--- src/x86fef_pkg.sv ---
// ----------------------------------------------------------------------------
// x86fef_pkg
// Shared types and constants of the function-end finder: walker phases,
// result status codes, opcode values and the step interface structs.
// ----------------------------------------------------------------------------
package x86fef_pkg;

   typedef enum logic [1:0] {
      PH_OPCODE       = 2'd0,
      PH_AFTER_PREFIX = 2'd1,
      PH_MODRM        = 2'd2,
      PH_SKIP         = 2'd3
   } phase_type;

   typedef enum logic [1:0] {
      STATUS_RET = 2'd0,
      STATUS_END = 2'd1,
      STATUS_BAD = 2'd2
   } status_type;

   localparam logic [7:0] OP_PREFIX_66 = 8'h66;
   localparam logic [7:0] OP_RET       = 8'hC3;
   localparam logic [7:0] OP_ADD       = 8'h03;
   localparam logic [7:0] OP_XCHG      = 8'h86;
   localparam logic [7:0] OP_ALU_IMM8  = 8'h83;
   localparam logic [7:0] OP_IMUL_IMM8 = 8'h6B;
   localparam logic [7:0] OP_IMUL_IMM  = 8'h69;
   localparam logic [7:0] OP_MOV_RM8   = 8'h8A;
   localparam logic [7:0] OP_MOV_RM    = 8'h8B;
   localparam logic [7:0] OP_STOS8     = 8'hAA;
   localparam logic [7:0] OP_STOS      = 8'hAB;

   localparam logic [1:0] MOD_DISP8    = 2'd1;
   localparam logic [1:0] MOD_REGISTER = 2'd3;

   typedef struct packed {
      phase_type  phase;
      logic [2:0] skip_left;
      logic       wide_prefix_seen;
      logic       memory_mov_flag;
   } walk_state_type;

   typedef struct packed {
      logic       emit;
      status_type status;
      logic [7:0] bad_opcode;
   } step_result_type;

endpackage

--- src/x86fef_decode.sv ---
// ----------------------------------------------------------------------------
// x86fef_decode
// One decode step of the instruction walker: from the current walker state
// and one code byte, the next state and whether a function ends here.
// ----------------------------------------------------------------------------
module x86fef_decode (
   input  x86fef_pkg::walk_state_type  state_cur,
   input  logic [7:0]                  code_byte,
   input  logic                        buffer_end,
   output x86fef_pkg::walk_state_type  state_next,
   output x86fef_pkg::step_result_type result
);

   logic [2:0] imm_bytes;
   logic [2:0] skip_count;
   logic       skip_start;
   logic [2:0] skip_dec;
   logic [1:0] mod_field;

   assign imm_bytes = state_cur.wide_prefix_seen ? 3'd2 : 3'd4;
   assign mod_field = code_byte[7:6];

   always_comb begin
      state_next        = state_cur;
      result.emit       = 1'b0;
      result.status     = x86fef_pkg::STATUS_END;
      result.bad_opcode = 8'h00;
      skip_start        = 1'b0;
      skip_count        = 3'd0;
      skip_dec          = 3'd0;

      case (state_cur.phase)
         x86fef_pkg::PH_OPCODE, x86fef_pkg::PH_AFTER_PREFIX: begin
            if (state_cur.phase == x86fef_pkg::PH_OPCODE
                && code_byte == x86fef_pkg::OP_PREFIX_66) begin
               state_next.wide_prefix_seen = 1'b1;
               state_next.phase            = x86fef_pkg::PH_AFTER_PREFIX;
            end else begin
               case (code_byte) inside
                  [8'h40:8'h4F],
                  x86fef_pkg::OP_STOS8, x86fef_pkg::OP_STOS: begin
                     skip_start = 1'b1;
                     skip_count = 3'd0;
                  end
                  [8'hB0:8'hB7],
                  x86fef_pkg::OP_ADD, x86fef_pkg::OP_XCHG: begin
                     skip_start = 1'b1;
                     skip_count = 3'd1;
                  end
                  [8'hB8:8'hBF]: begin
                     skip_start = 1'b1;
                     skip_count = imm_bytes;
                  end
                  x86fef_pkg::OP_ALU_IMM8, x86fef_pkg::OP_IMUL_IMM8: begin
                     skip_start = 1'b1;
                     skip_count = 3'd2;
                  end
                  x86fef_pkg::OP_IMUL_IMM: begin
                     skip_start = 1'b1;
                     skip_count = imm_bytes + 3'd1;
                  end
                  x86fef_pkg::OP_MOV_RM8, x86fef_pkg::OP_MOV_RM: begin
                     state_next.phase = x86fef_pkg::PH_MODRM;
                  end
                  x86fef_pkg::OP_RET: begin
                     result.emit   = 1'b1;
                     result.status = x86fef_pkg::STATUS_RET;
                  end
                  default: begin
                     result.emit       = 1'b1;
                     result.status     = x86fef_pkg::STATUS_BAD;
                     result.bad_opcode = code_byte;
                  end
               endcase
            end
         end
         x86fef_pkg::PH_MODRM: begin
            if (mod_field != x86fef_pkg::MOD_REGISTER) begin
               state_next.memory_mov_flag = 1'b1;
            end
            skip_start = 1'b1;
            skip_count = (mod_field == x86fef_pkg::MOD_DISP8) ? 3'd1 : 3'd0;
         end
         default: begin
            skip_dec = (state_cur.skip_left != 3'd0) ? state_cur.skip_left - 3'd1
                                                     : 3'd0;
            state_next.skip_left = skip_dec;
            if (skip_dec == 3'd0) begin
               state_next.phase            = x86fef_pkg::PH_OPCODE;
               state_next.wide_prefix_seen = 1'b0;
            end
         end
      endcase

      if (skip_start) begin
         if (skip_count == 3'd0) begin
            state_next.phase            = x86fef_pkg::PH_OPCODE;
            state_next.wide_prefix_seen = 1'b0;
         end else begin
            state_next.phase     = x86fef_pkg::PH_SKIP;
            state_next.skip_left = skip_count;
         end
      end

      if (!result.emit && buffer_end) begin
         result.emit   = 1'b1;
         result.status = x86fef_pkg::STATUS_END;
      end
   end

endmodule

--- src/x86_subset_function_end_finder.sv ---
// ----------------------------------------------------------------------------
// x86_subset_function_end_finder
// Walks a code byte stream as a small x86 subset and reports each function.
// ----------------------------------------------------------------------------
// One code byte is taken per transaction and a new byte can be taken every
// cycle while req_stall is low. A result, when the byte ends a function (ret,
// an opcode outside the subset, or the last byte of the buffer), appears on
// the rsp_ channel in the cycle after that byte is accepted; a single result
// register holds it, and req_stall rises only while that register is full
// and rsp_stall is high. The function length counter is LENGTH_BITS wide,
// saturates at its maximum and is reported in its low 16 bits.
module x86_subset_function_end_finder #(
   parameter int LENGTH_BITS = 16
) (
   input  logic        clock,
   input  logic        reset,
   input  logic        req_valid,
   output logic        req_stall,
   input  logic [7:0]  req_code_byte,
   input  logic        req_buffer_end,
   output logic        rsp_valid,
   input  logic        rsp_stall,
   output logic [1:0]  rsp_status,
   output logic [15:0] rsp_length,
   output logic        rsp_reads_source_memory,
   output logic [7:0]  rsp_bad_opcode
);

   localparam int WideBits = (LENGTH_BITS > 16) ? LENGTH_BITS : 16;
   localparam logic [LENGTH_BITS-1:0] CountMax = {LENGTH_BITS{1'b1}};

   x86fef_pkg::walk_state_type  state_ff, state_in, state_step;
   x86fef_pkg::step_result_type step_result;
   logic [LENGTH_BITS-1:0]      count_ff, count_in, count_step;
   logic [WideBits-1:0]         count_wide;

   logic                        rsp_valid_ff, rsp_valid_in;
   logic [1:0]                  status_ff, status_in;
   logic [15:0]                 length_ff, length_in;
   logic                        memory_ff, memory_in;
   logic [7:0]                  bad_ff, bad_in;

   logic                        accept;
   logic                        fire;

   x86fef_decode u_decode (
      .state_cur  (state_ff),
      .code_byte  (req_code_byte),
      .buffer_end (req_buffer_end),
      .state_next (state_step),
      .result     (step_result)
   );

   assign req_stall  = rsp_valid_ff && rsp_stall;
   assign accept     = req_valid && !req_stall;
   assign fire       = accept && step_result.emit;
   assign count_step = (count_ff != CountMax) ? count_ff + 1'b1 : count_ff;
   assign count_wide = WideBits'(count_step);

   always_comb begin
      state_in     = state_ff;
      count_in     = count_ff;
      rsp_valid_in = rsp_valid_ff && rsp_stall;
      status_in    = status_ff;
      length_in    = length_ff;
      memory_in    = memory_ff;
      bad_in       = bad_ff;
      if (accept) begin
         if (step_result.emit) begin
            state_in.phase            = x86fef_pkg::PH_OPCODE;
            state_in.skip_left        = 3'd0;
            state_in.wide_prefix_seen = 1'b0;
            state_in.memory_mov_flag  = 1'b0;
            count_in                  = '0;
         end else begin
            state_in = state_step;
            count_in = count_step;
         end
      end
      if (fire) begin
         rsp_valid_in = 1'b1;
         status_in    = step_result.status;
         length_in    = count_wide[15:0];
         memory_in    = state_step.memory_mov_flag;
         bad_in       = step_result.bad_opcode;
      end
   end

   always_ff @(posedge clock) begin
      if (reset) begin
         state_ff.phase            <= x86fef_pkg::PH_OPCODE;
         state_ff.skip_left        <= 3'd0;
         state_ff.wide_prefix_seen <= 1'b0;
         state_ff.memory_mov_flag  <= 1'b0;
         count_ff                  <= '0;
         rsp_valid_ff              <= 1'b0;
      end else begin
         state_ff     <= state_in;
         count_ff     <= count_in;
         rsp_valid_ff <= rsp_valid_in;
      end
   end

   always_ff @(posedge clock) begin
      status_ff <= status_in;
      length_ff <= length_in;
      memory_ff <= memory_in;
      bad_ff    <= bad_in;
   end

   assign rsp_valid               = rsp_valid_ff;
   assign rsp_status              = status_ff;
   assign rsp_length              = length_ff;
   assign rsp_reads_source_memory = memory_ff;
   assign rsp_bad_opcode          = bad_ff;

endmodule

--- config.mk ---
export PLATFORM = sky130hd
export DESIGN_NAME = x86_subset_function_end_finder
export DESIGN_NICKNAME = d
export VERILOG_FILES = /design/src/x86fef_pkg.sv /design/src/x86fef_decode.sv /design/src/x86_subset_function_end_finder.sv
export SDC_FILE = /design/constraint.sdc
export NUM_CORES = 1
export LEC_CHECK = 0
export BUFFER_PORTS_ARGS = -buffer_cell sky130_fd_sc_hd__buf_4
export CORE_MARGIN = 5
export CORE_UTILIZATION = 41
export DETAILED_ROUTE_END_ITERATION = 8
export PLACE_DENSITY = 0.63
export SETUP_SLACK_MARGIN = 0.05
export SYNTH_ARGS = -nofsm -noshare
export SYNTH_HDL_FRONTEND = slang
export SYNTH_HIERARCHICAL = 1
export SYNTH_SLANG_ARGS = --single-unit
export TNS_END_PERCENT = 5
--- constraint.sdc ---
create_clock -name clock -period 2.8 [get_ports clock]
set_clock_uncertainty 0.15 [all_clocks]
set_input_delay 0.14 -clock clock [delete_from_list [all_inputs] [get_ports clock]]
set_output_delay 0.14 -clock clock [all_outputs]
set_load 0.05 [all_outputs]
# Word level (Yosys, flattened, before mapping)
# Index checks and enable logic that the tools add are counted.
# totals
register_bits	51
in_bits	13
out_inout_bits	29
elab_cells	124
# op_classes
n_addsub	3
order_cmp	6
n_eq_ne	23
muxes	57
bitwise	1
n_reduce_logical	24
# ops
op	count
equality test 8 bit (second input constant)	7
2-to-1 mux 8 bit	7
2-to-1 mux 3 bit	17
2-to-1 mux 16 bit	2
inequality test 5 x 3 -> 1 bit (second input constant)	6
OR reduction 15 bit	2
equality test 8 x 7 -> 1 bit (second input constant)	3
2-to-1 mux 11 bit	2
2-to-1 mux 2 bit	10
adder 16 x 1 -> 16 bit (second input constant)	1
greater-or-equal comparator 8 bit (second input constant)	2
<= comparator 8 bit (second input constant)	2
inequality test 16 bit (second input constant)	1
2-to-1 mux 1 bit	13
AND reduction 9 bit	1
OR reduction 3 bit	3
equality test 8 x 2 -> 1 bit (second input constant)	1
greater-or-equal comparator 8 x 7 -> 1 bit (second input constant)	1
<= comparator 8 x 7 -> 1 bit (second input constant)	1
logical AND 1 bit	8
2-to-1 mux 7 bit	1
logical NOT 3 bit	2
2-to-1 mux 6 bit	1
case mux 3 bit (2 select lines)	1
14 further kinds	19

# Depth between registers and ports, before layout
# Gate-level depths: netlist (run 1).
# logic_depth
ltp_word	15
depth_mapped	10
depth_no_buf	8

# Cells and area by module
# The synthesis (run 1) kept the hierarchy.
# by_module_without_submodules
mod	n_inst	cells_per_inst	area_each_um2	seq_area_each_um2
x86_subset_function_end_finder	1	216	2327.2	1291.2
x86fef_decode	1	82	576.8	0.0

# Worst setup path after synthesis (run 1)
# No wires, ideal clock.
# synth_path
kind	flip-flop to flip-flop
start	register state_ff[6] (netlist bit)
end	register bad_ff[0], in the netlist rsp_bad_opcode[0], enable pin
setup_time_ns	0.382
t_arrival_ns	2.054
t_required_ns	2.268
path_slack_ns	0.214
stages_incl_launch_ff	9
n_path_buf	2
path_cell_list	dfxtp_1 > buf_2 > a221oi_4 > nand3_1 > nor3_1 > or2_2 > clkbuf_1 > nand2_1 > inv_1
# synth_rtl
element	line	rtl
start, declared	x86_subset_function_end_finder.sv:32	x86fef_pkg::walk_state_type state_ff, state_in, state_step;
start signal, assigned	x86_subset_function_end_finder.sv:98	state_ff <= state_in;
end signal, assigned	x86_subset_function_end_finder.sv:108	bad_ff <= bad_in;
end, declared	x86_subset_function_end_finder.sv:41	logic [7:0] bad_ff, bad_in;

==> metrics, run 1 <==
area grow syn2layout 19.5%; final hold violation count 0; core area 6830 sq um; Vias 2489; drt first pass iters 5; peak per-stage delay on the critical path 0.60 ns; Layout fillers 652; unrepaired setup endpoints after global routing no; Storage cell area 1290 sq um; Final Net Count 360; Min-Delay Endpoint rsp_bad_opcode[1]; largest cells by area after synthesis edfxtp_1 (28%), dfxtp_1 (17%), nand2_1 (4.5%); Synth top area share 0.279; post-synth top area cell edfxtp_1; commonest non-fill, non-tap cell in the layout buf_4; CP max FO 10; worst r2r path cells 9; initial antenna violation count 0; post-synthesis async set-or-reset flop share 0; setup ws final 0.360 ns; met2 Use GR 0.236; reg2reg end rsp_bad_opcode[0]; root buffer cell clkbuf_8; vias in the first global route 2280; Hold Crit Depth 2; WL final 6.95 mm; area of the multi-input gates 1510 sq um; HP Start req_code_byte[1]; Post-synth EDFFs 27; max_cap viols 0; flops & latches, synth 51; die area 8870 sq um; pre-CTS WS 0.0479 ns; Initial Util 0.425; PortBufs 41; Reg-to-Reg Start state_ff[6]; Hold WC Path Type input port to register; Post-Synthesis Cells 298; worst hold slack 0.00947 ns; number of diodes 0; hpwl dp 5.08 mm; Clock Latency Late Sink 0.32 ns; critical path class input port to register; Synth Net Count 312; H-tree levels 2; syn_area_per_cell 9.75 sq um; drt first-iter violations 155; Clock Path Buffers 2; Num CTS Buffers 5; ys flop type edfxtp_1; GR Overflow Total 0; Global Route met3 Usage 0.0345; Routed Antenna Nets 0; Crit-path slowest cell nor2b_1; routability cong. 0.866; CP Cell Sequence buf_4, nor2b_1, nand4_4, nand3_1, nor3_1, or2_2, nand2b_1, or4_1, a31oi_1; post-route minimum period 2.44 ns; DR WL/cell 15.7 um; Top Usage Layer GRT met1; Pwr Density 446 nW/um^2; CTS clock-pin slew for the worst setup and hold paths 0.10 ns; run status complete, no violations; post-layout util 0.508; Worst slew margin 0.514; fin crit share 0.872; global-route track usage on met1 0.243; via/cell ratio 5.62; part of the power in the clock network 0.294; Die X 94.2 um; switching share of power 0.297; endpoints failing setup 0; Logic pwr share 0.172; buffer and inverter count on the worst path 1; Worst-Margin Slew 0.727 ns; first-pass GRT wire length 11.5 mm; critical path required time 2.90 ns; Static Leakage 1.26 nW; Yosys cell types 65; most frequent cells in the layout buf_4 (52), nand2_1 (35), edfxtp_1 (27); site row count 30; Critical Path Source Type input port; Overall Global Routing Usage 0.164; crit path capture type register; Die Ht 94.2 um; synthesized area 2900 sq um; pin count of the biggest net entering global routing 25; # IOs 42; flop-to-flop setup slack 0.39 ns; Synth Warn # 6; Sequential Power Share 0.534; Residual DRC 0; fraction of layout cells with a size suffix above 1 0.248; Int Pwr 1.09 mW; delay-heaviest family, CP simple AND/OR/NAND/NOR gates; Max IR drop VDD 268 uV; Max Fclk 410 MHz; CTS tree done; sequential area share after synthesis 0.445; Setup TNS 0 ns; Total Power 1.55 mW; Slew Viols, Final 0; switching power 460 uW; WP data arrival 2.54 ns; CTS sink count 51
-- metal layers --
metal	vias up	wire length (um)
li1	1243	-
met1	1172	3440
met5	-	0
met4	0	75
met2	64	2990
met3	10	445
-- repair_timing --
| action | 4_1_cts | 5_1_grt |
|---|---|---|
| setup endpoints to repair | 0 | 19 |
| resized for setup | 0 | 1 |
| buffers inserted | 0 | 0 |
| hold buffers | 2 | 0 |
| endpoints found under the hold margin | 2 | 0 |
-- sequential cells by signal, indices dropped and copies added (netlist names) --
signal / count
count_ff: 16
rsp_bad_opcode: 8
rsp_length: 16
rsp_reads_source_memory: 1
rsp_status: 2
rsp_valid: 1
state_ff: 7
-- cell type report --
| type | instances | area share |
|---|---|---|
| clock buffers | 5 | 0.0198 |
| clock inverters | 3 | 0.00829 |
| inverters | 12 | 0.0130 |
| multi-input cells | 222 | 0.434 |
| flip-flops and latches | 51 | 0.372 |
| well taps | 96 | 0.0346 |
| repair buffers | 54 | 0.118 |
-- power groups by stage --
| stage | registers (mW) | clock network (mW) | logic (mW) |
|---|---|---|---|
| after floorplan | 0.937 | 0 | 0.0799 |
| after global placement | 0.844 | 0 | 0.265 |
| final | 0.827 | 0.454 | 0.266 |
| after CTS | 0.828 | 0.463 | 0.268 |
| after detailed placement | 0.844 | 0 | 0.265 |
| after global routing | 0.830 | 0.497 | 0.282 |
-- worst max-delay path by stage --
stage / start / end / slack, ns / cells past startpoint
final: req_code_byte[6] / count_ff[5] / 0.36 / 9
after CTS: state_ff[6] / rsp_bad_opcode[0] / 0.21 / 9
after floorplan: state_ff[6] / rsp_bad_opcode[0] / 0.21 / 8
after global placement: req_code_byte[6] / count_ff[5] / 0.1 / 9
after detailed placement: req_code_byte[6] / count_ff[5] / 0.05 / 9
after global routing: state_ff[6] / rsp_bad_opcode[0] / 0.17 / 9
-- synth_stat cells (all sizes together), types with 2 or more instances --
| cell type | n |
|---|---|
| a2111oi | 2 |
| a211oi | 6 |
| a21oi | 21 |
| a221oi | 2 |
| a31o | 8 |
| a31oi | 5 |
| and2 | 11 |
| and3 | 3 |
| and3b | 2 |
| and4 | 3 |
| buf | 6 |
| clkbuf | 7 |
| dfxtp | 24 |
| edfxtp | 27 |
| inv | 12 |
| nand2 | 35 |
| nand2b | 2 |
| nand3 | 17 |
| nand3b | 7 |
| nand4 | 9 |
| nand4b | 2 |
| nor2 | 12 |
| nor2b | 4 |
| nor3 | 7 |
| nor4 | 7 |
| nor4bb | 3 |
| o21a | 4 |
| o21ai | 8 |
| o221a | 2 |
| o311ai | 2 |
| o31ai | 3 |
| or2 | 3 |
| or3 | 3 |
| or4 | 5 |
| xnor2 | 6 |
| xor2 | 3 |
-- stage by stage --
stage,instance area (sq um),cells
2_1_floorplan,2900,298
3_3_place_gp,3350,433
3_5_place_dp,3350,433
4_1_cts,3470,443
5_1_grt,3470,443
6_report,3470,443
-- cells by family (layout without fill, tap and decap cells) --
logic type,after synthesis,in the layout,share of synthesized area
DFF,51,51,0.445
adders and majority gates,1,1,0.00431
and+or+nand+nor,138,138,0.296
buffers and inverters,25,74,0.0371
AOI/OAI and AO/OA,74,74,0.191
xor gates and xnor gates,9,9,0.0271
(Power assumes the default switching activity.)
==> run 2: changes to the inputs <==
CORE_UTILIZATION = 47   (was 41)
PLACE_DENSITY = 0.71   (was 0.63)
==> metrics, run 2 (synthesis results as in run 1) <==
GR Overflow Total 0 (unchanged); Num CTS Buffers 5 (unchanged); switching share of power 0.272 (-0.0253); flop-to-flop setup slack 0.35 ns (-0.04 ns); Die Ht 88.6 um (-5.9%); placed cells 413 (-4.6%); reg2reg end count_ff[2]; setup repair bufs after CTS 0 (unchanged); Vias 2482 (-0.28%); Sequential Power Share 0.514 (-0.020); Worst slew margin 0.581 (+0.0663); PortBufs 41 (unchanged); CTS clock-pin slew for the worst setup and hold paths 0.09 ns (about the same); post-route minimum period 2.60 ns (+0.155 ns); Min-Delay Endpoint rsp_bad_opcode[1]; initial antenna violation count 0 (unchanged); H-tree levels 2 (unchanged); Total Power 1.61 mW (+3.9%); CTS tree done; Die X 88.6 um (-5.9%); # IOs 42 (unchanged); via/cell ratio 5.87 (+4.4%); site row count 28 (-6.7%); worst r2r path cells 5 (-4); WP data arrival 2.46 ns (-0.08 ns); routability cong. 0.879 (+1.5%); CTS sink count 51 (unchanged); Initial Util 0.488 (+0.0625); final hold violation count 0 (unchanged); root buffer cell clkbuf_8; Final Net Count 361 (+0.28%); hpwl dp 4.84 mm (-4.7%); max_cap viols 0 (unchanged); Slew Viols, Final 0 (unchanged); Max IR drop VDD 251 uV (-6.2%); Hold WC Path Type input port to register; area grow syn2layout 19.9%; Global Route met3 Usage 0.0251 (-0.00932); most frequent cells in the layout buf_4 (52), nand2_1 (35), edfxtp_1 (27); fraction of layout cells with a size suffix above 1 0.253 (+0.00503); Routed Antenna Nets 0 (unchanged); core area 5960 sq um (-13%); commonest non-fill, non-tap cell in the layout buf_4; critical path required time 2.66 ns (-0.24 ns); area of the multi-input gates 1520 sq um (+0.75%); Pwr Density 462 nW/um^2 (+3.6%); met2 Use GR 0.272 (+0.0361); Clock Latency Late Sink 0.31 ns (about the same); first-pass GRT wire length 11.3 mm (-2.0%); part of the power in the clock network 0.319 (+0.025); Int Pwr 1.17 mW (+7.6%); Hold Crit Depth 2 (unchanged); run status complete, no violations; Layout fillers 539 (-17%); CP max FO 23 (+13); Top Usage Layer GRT met2; die area 7850 sq um (-11%); pin count of the biggest net entering global routing 25 (unchanged); Worst-Margin Slew 0.623 ns (-0.104 ns); fin crit share 0.927 (+0.0555); Clock Path Buffers 2 (unchanged); endpoints failing setup 0 (unchanged); drt first pass iters 4 (-1); global-route track usage on met1 0.268 (+0.0242); WL final 6.77 mm (-2.7%); DR WL/cell 16.0 um (+1.9%); critical path class input port to register; Critical Path Source Type input port; number of diodes 0 (unchanged); vias in the first global route 2363 (+3.6%); crit path capture type register; drt first-iter violations 163 (+5.2%); Finished Layout Cells 423 (-4.5%); Static Leakage 1.28 nW (+1.2%); Storage cell area 1290 sq um (about the same); Max Fclk 385 MHz (-6.0%); Setup TNS 0 ns (unchanged); Logic pwr share 0.167 (-0.005); switching power 437 uW (-5.0%); unrepaired setup endpoints after global routing yes; Reg-to-Reg Start count_ff[0]; HP Start req_code_byte[1]; Overall Global Routing Usage 0.182 (+0.0182); Residual DRC 0 (unchanged)
-- run 2: worst max-delay path by stage --
stage | from | endpoint | slack (ns)
floorplan | state_ff[6] | rsp_bad_opcode[0] | 0.21
global placement | req_code_byte[6] | rsp_bad_opcode[4] | 0.33
detailed placement | req_code_byte[6] | rsp_bad_opcode[6] | 0.29
CTS | req_code_byte[2] | rsp_bad_opcode[6] | 0.12
global route | req_code_byte[2] | rsp_length[10] | 0.02
finish | req_code_byte[2] | rsp_length[10] | 0.20
-- run 2: area by class of cell --
cell class,instances,share of cell area
clock buffer,5,0.0198
clock inverter,3,0.0126
inverter,12,0.0129
multi-input combinational,222,0.436
sequential,51,0.371
tap,75,0.0270
timing repair buffer,55,0.121
-- run 2: worst max-delay path: stages --
cell and delay [ns]:
dlygate4sd3_1 0.53, buf_4 0.13, and3b_1 0.22, a221oi_4 0.31
nand3_1 0.15, nor3_2 0.16, or2_2 0.14, buf_4 0.24
nand2_1 0.13, inv_1 0.10, buf_4 0.20
-- run 2: repair_timing --
action                                 CTS  global route
hold buffers                             2             0
resized for setup                        0             3
endpoints found under the hold margin    2             0
setup endpoints to repair                0            33
-- run 2: through the flow --
stage,worst slack [ns],hold WS (ns),instance area (sq um),util
after global routing,0.0157,0.00765,3480,0.584
final,0.204,0.0157,3480,0.584
after floorplan,0.214,0.135,2900,-
after CTS,0.121,0.0104,3470,0.582
after global placement,0.334,0.242,3330,0.560
after detailed placement,0.287,0.256,3330,0.560
-- run 2: per-layer routing --
metal / share of wire / wire length [um]
met1: 0.48 / 3250
met2: 0.45 / 3010
met3: 0.058 / 391
met4: 0.017 / 112
met5: 0 / 0
-- run 2: power by group through the flow --
stage          Clock (mW)  Combinational (mW)  Sequential, mW
6_report            0.513               0.268           0.826
3_3_place_gp            0               0.263           0.842
3_5_place_dp            0               0.265           0.844
5_1_grt             0.559               0.284           0.829
2_1_floorplan           0              0.0799           0.937
4_1_cts             0.524               0.268           0.827
==> run 3: changes to the inputs <==
--- a/config.mk
+++ b/config.mk
@@ -8,6 +8,8 @@
 export BUFFER_PORTS_ARGS = -buffer_cell sky130_fd_sc_hd__buf_4
+export CELL_PAD_IN_SITES_DETAIL_PLACEMENT = 0
+export CELL_PAD_IN_SITES_GLOBAL_PLACEMENT = 1
 export CORE_MARGIN = 5
-export CORE_UTILIZATION = 47
+export CORE_UTILIZATION = 44
 export DETAILED_ROUTE_END_ITERATION = 8
-export PLACE_DENSITY = 0.71
+export PLACE_DENSITY = 0.82
 export SETUP_SLACK_MARGIN = 0.05
==> constraint.sdc (replaced) <==
create_clock -name clock -period 2.8 [get_ports clock]
set_clock_uncertainty 0.15 [all_clocks]
set_input_delay 0.42 -clock clock [delete_from_list [all_inputs] [get_ports clock]]
set_output_delay 0.42 -clock clock [all_outputs]
set_load 0.05 [all_outputs]
==> metrics, run 3 (synthesis results as in run 1) <==
Critical Path Source Type register; Max IR drop VDD 318 uV (+26%); Worst slew margin 0.590 (+0.00982); fraction of layout cells with a size suffix above 1 0.254 (+0.00146); Final Net Count 359 (-0.55%); area of the multi-input gates 1520 sq um (+0.50%); Overall Global Routing Usage 0.162 (-0.0197); Die Ht 91.2 um (+3.0%); root buffer cell clkbuf_8; Pwr Density 436 nW/um^2 (-5.5%); vias in the first global route 2318 (-1.9%); GR Overflow Total 0 (unchanged); crit path capture type register; drt first pass iters 5 (+1); setup repair bufs after CTS 0 (unchanged); Layout fillers 601 (+12%); post-layout util 0.541 (-0.0439); pin count of the biggest net entering global routing 25 (unchanged); hpwl dp 4.98 mm (+2.9%); critical path required time 2.88 ns (+0.22 ns); unrepaired setup endpoints after global routing no; Setup TNS 0 ns (unchanged); first-pass GRT wire length 11.4 mm (+0.79%); routability cong. 0.841 (-4.4%); site row count 29 (+3.6%); fin crit share 0.865 (-0.0623); Max Fclk 413 MHz (+7.2%); number of diodes 0 (unchanged); Worst-Margin Slew 0.609 ns (-0.0146 ns); critical path class register to register; Clock Path Buffers 2 (unchanged); worst r2r path cells 5 (unchanged); CTS clock-pin slew for the worst setup and hold paths 0.09 ns (about the same); run status complete, no violations; commonest non-fill, non-tap cell in the layout buf_4; Static Leakage 1.25 nW (-2.2%); Residual DRC 0 (unchanged); CTS tree done; CP max FO 10 (-57%); Total Power 1.51 mW (-6.3%); core area 6390 sq um (+7.2%); final hold violation count 0 (unchanged); # IOs 42 (unchanged); die area 8320 sq um (+6.0%); Slew Viols, Final 0 (unchanged); Post-CTS Resized 0 (unchanged); Vias 2489 (+0.28%); Clock Latency Late Sink 0.30 ns (about the same); max_cap viols 0 (unchanged); WL final 6.79 mm (+0.35%); endpoints failing setup 0 (unchanged); flop-to-flop setup slack 0.38 ns (+0.03 ns); Routed Antenna Nets 0 (unchanged); post-route minimum period 2.42 ns (-0.174 ns); via/cell ratio 5.88 (+0.28%); drt first-iter violations 159 (-2.5%); Die X 91.2 um (+3.0%); H-tree levels 2 (unchanged); WP data arrival 2.50 ns (+0.04 ns); Storage cell area 1290 sq um (unchanged); Hold Crit Depth 3 (+1); area grow syn2layout 18.9%; Initial Util 0.455 (-0.0329); PortBufs 41 (unchanged); DR WL/cell 16.1 um (+0.35%); initial antenna violation count 0 (unchanged); Hold WC Path Type input port to register; CTS sink count 51 (unchanged); Hold Buf Count CTS 0 (-2); most frequent cells in the layout buf_4 (52), nand2_1 (35), edfxtp_1 (27); Num CTS Buffers 5 (unchanged)
## run 3: metrics by stage
stage	cells	instance area, sq um	setup slack [ns]	hold WS (ns)
finish	423	3450	0.379	0.211
global route	423	3450	0.171	0.217
CTS	423	3450	0.382	0.204
detailed placement	415	3370	0.177	0.301
global placement	415	3370	0.203	0.292
floorplan	298	2930	0.0640	0.279
## run 3: critical path: stages, from the launching register on
cell and delay [ns]:
dfxtp_1 0.45, ha_1 0.35, nand3_4 0.18, or4_1 0.73, a31o_1 0.29, a211oi_2 0.19
## run 3: final timing paths
| path | startpoint | to |
|---|---|---|
| worst max-delay path | count_ff[0] | count_ff[2] |
| worst min-delay path | req_valid | rsp_valid |
| worst max register to register | count_ff[0] | count_ff[2] |
| worst min register to register | state_ff[0] | state_ff[0] |
## run 3: metal layers
layer  vias to the layer above  global-route usage  wire length [um]
met4                         0              0.0342                53
met3                         7              0.0331               346
li1                       1240                   -                 -
met5                         -                   0                 0
met1                      1178               0.243              3440
met2                        64               0.241              2960
## run 3: power breakdown
group | total, mW | leakage (nW) | switching [mW] | internal, mW
clock | 0.409 | 0.0422 | 0.233 | 0.176
combinational | 0.272 | 0.752 | 0.184 | 0.0878
sequential | 0.825 | 0.457 | 0.00852 | 0.817
## run 3: cell type report
type / instances / area share
clock inverter: 1 / 0.00145
clock buffer: 7 / 0.0221
tap: 77 / 0.0279
sequential: 51 / 0.374
inverter: 12 / 0.0141
timing repair buffer: 53 / 0.119
multi-input combinational: 222 / 0.441
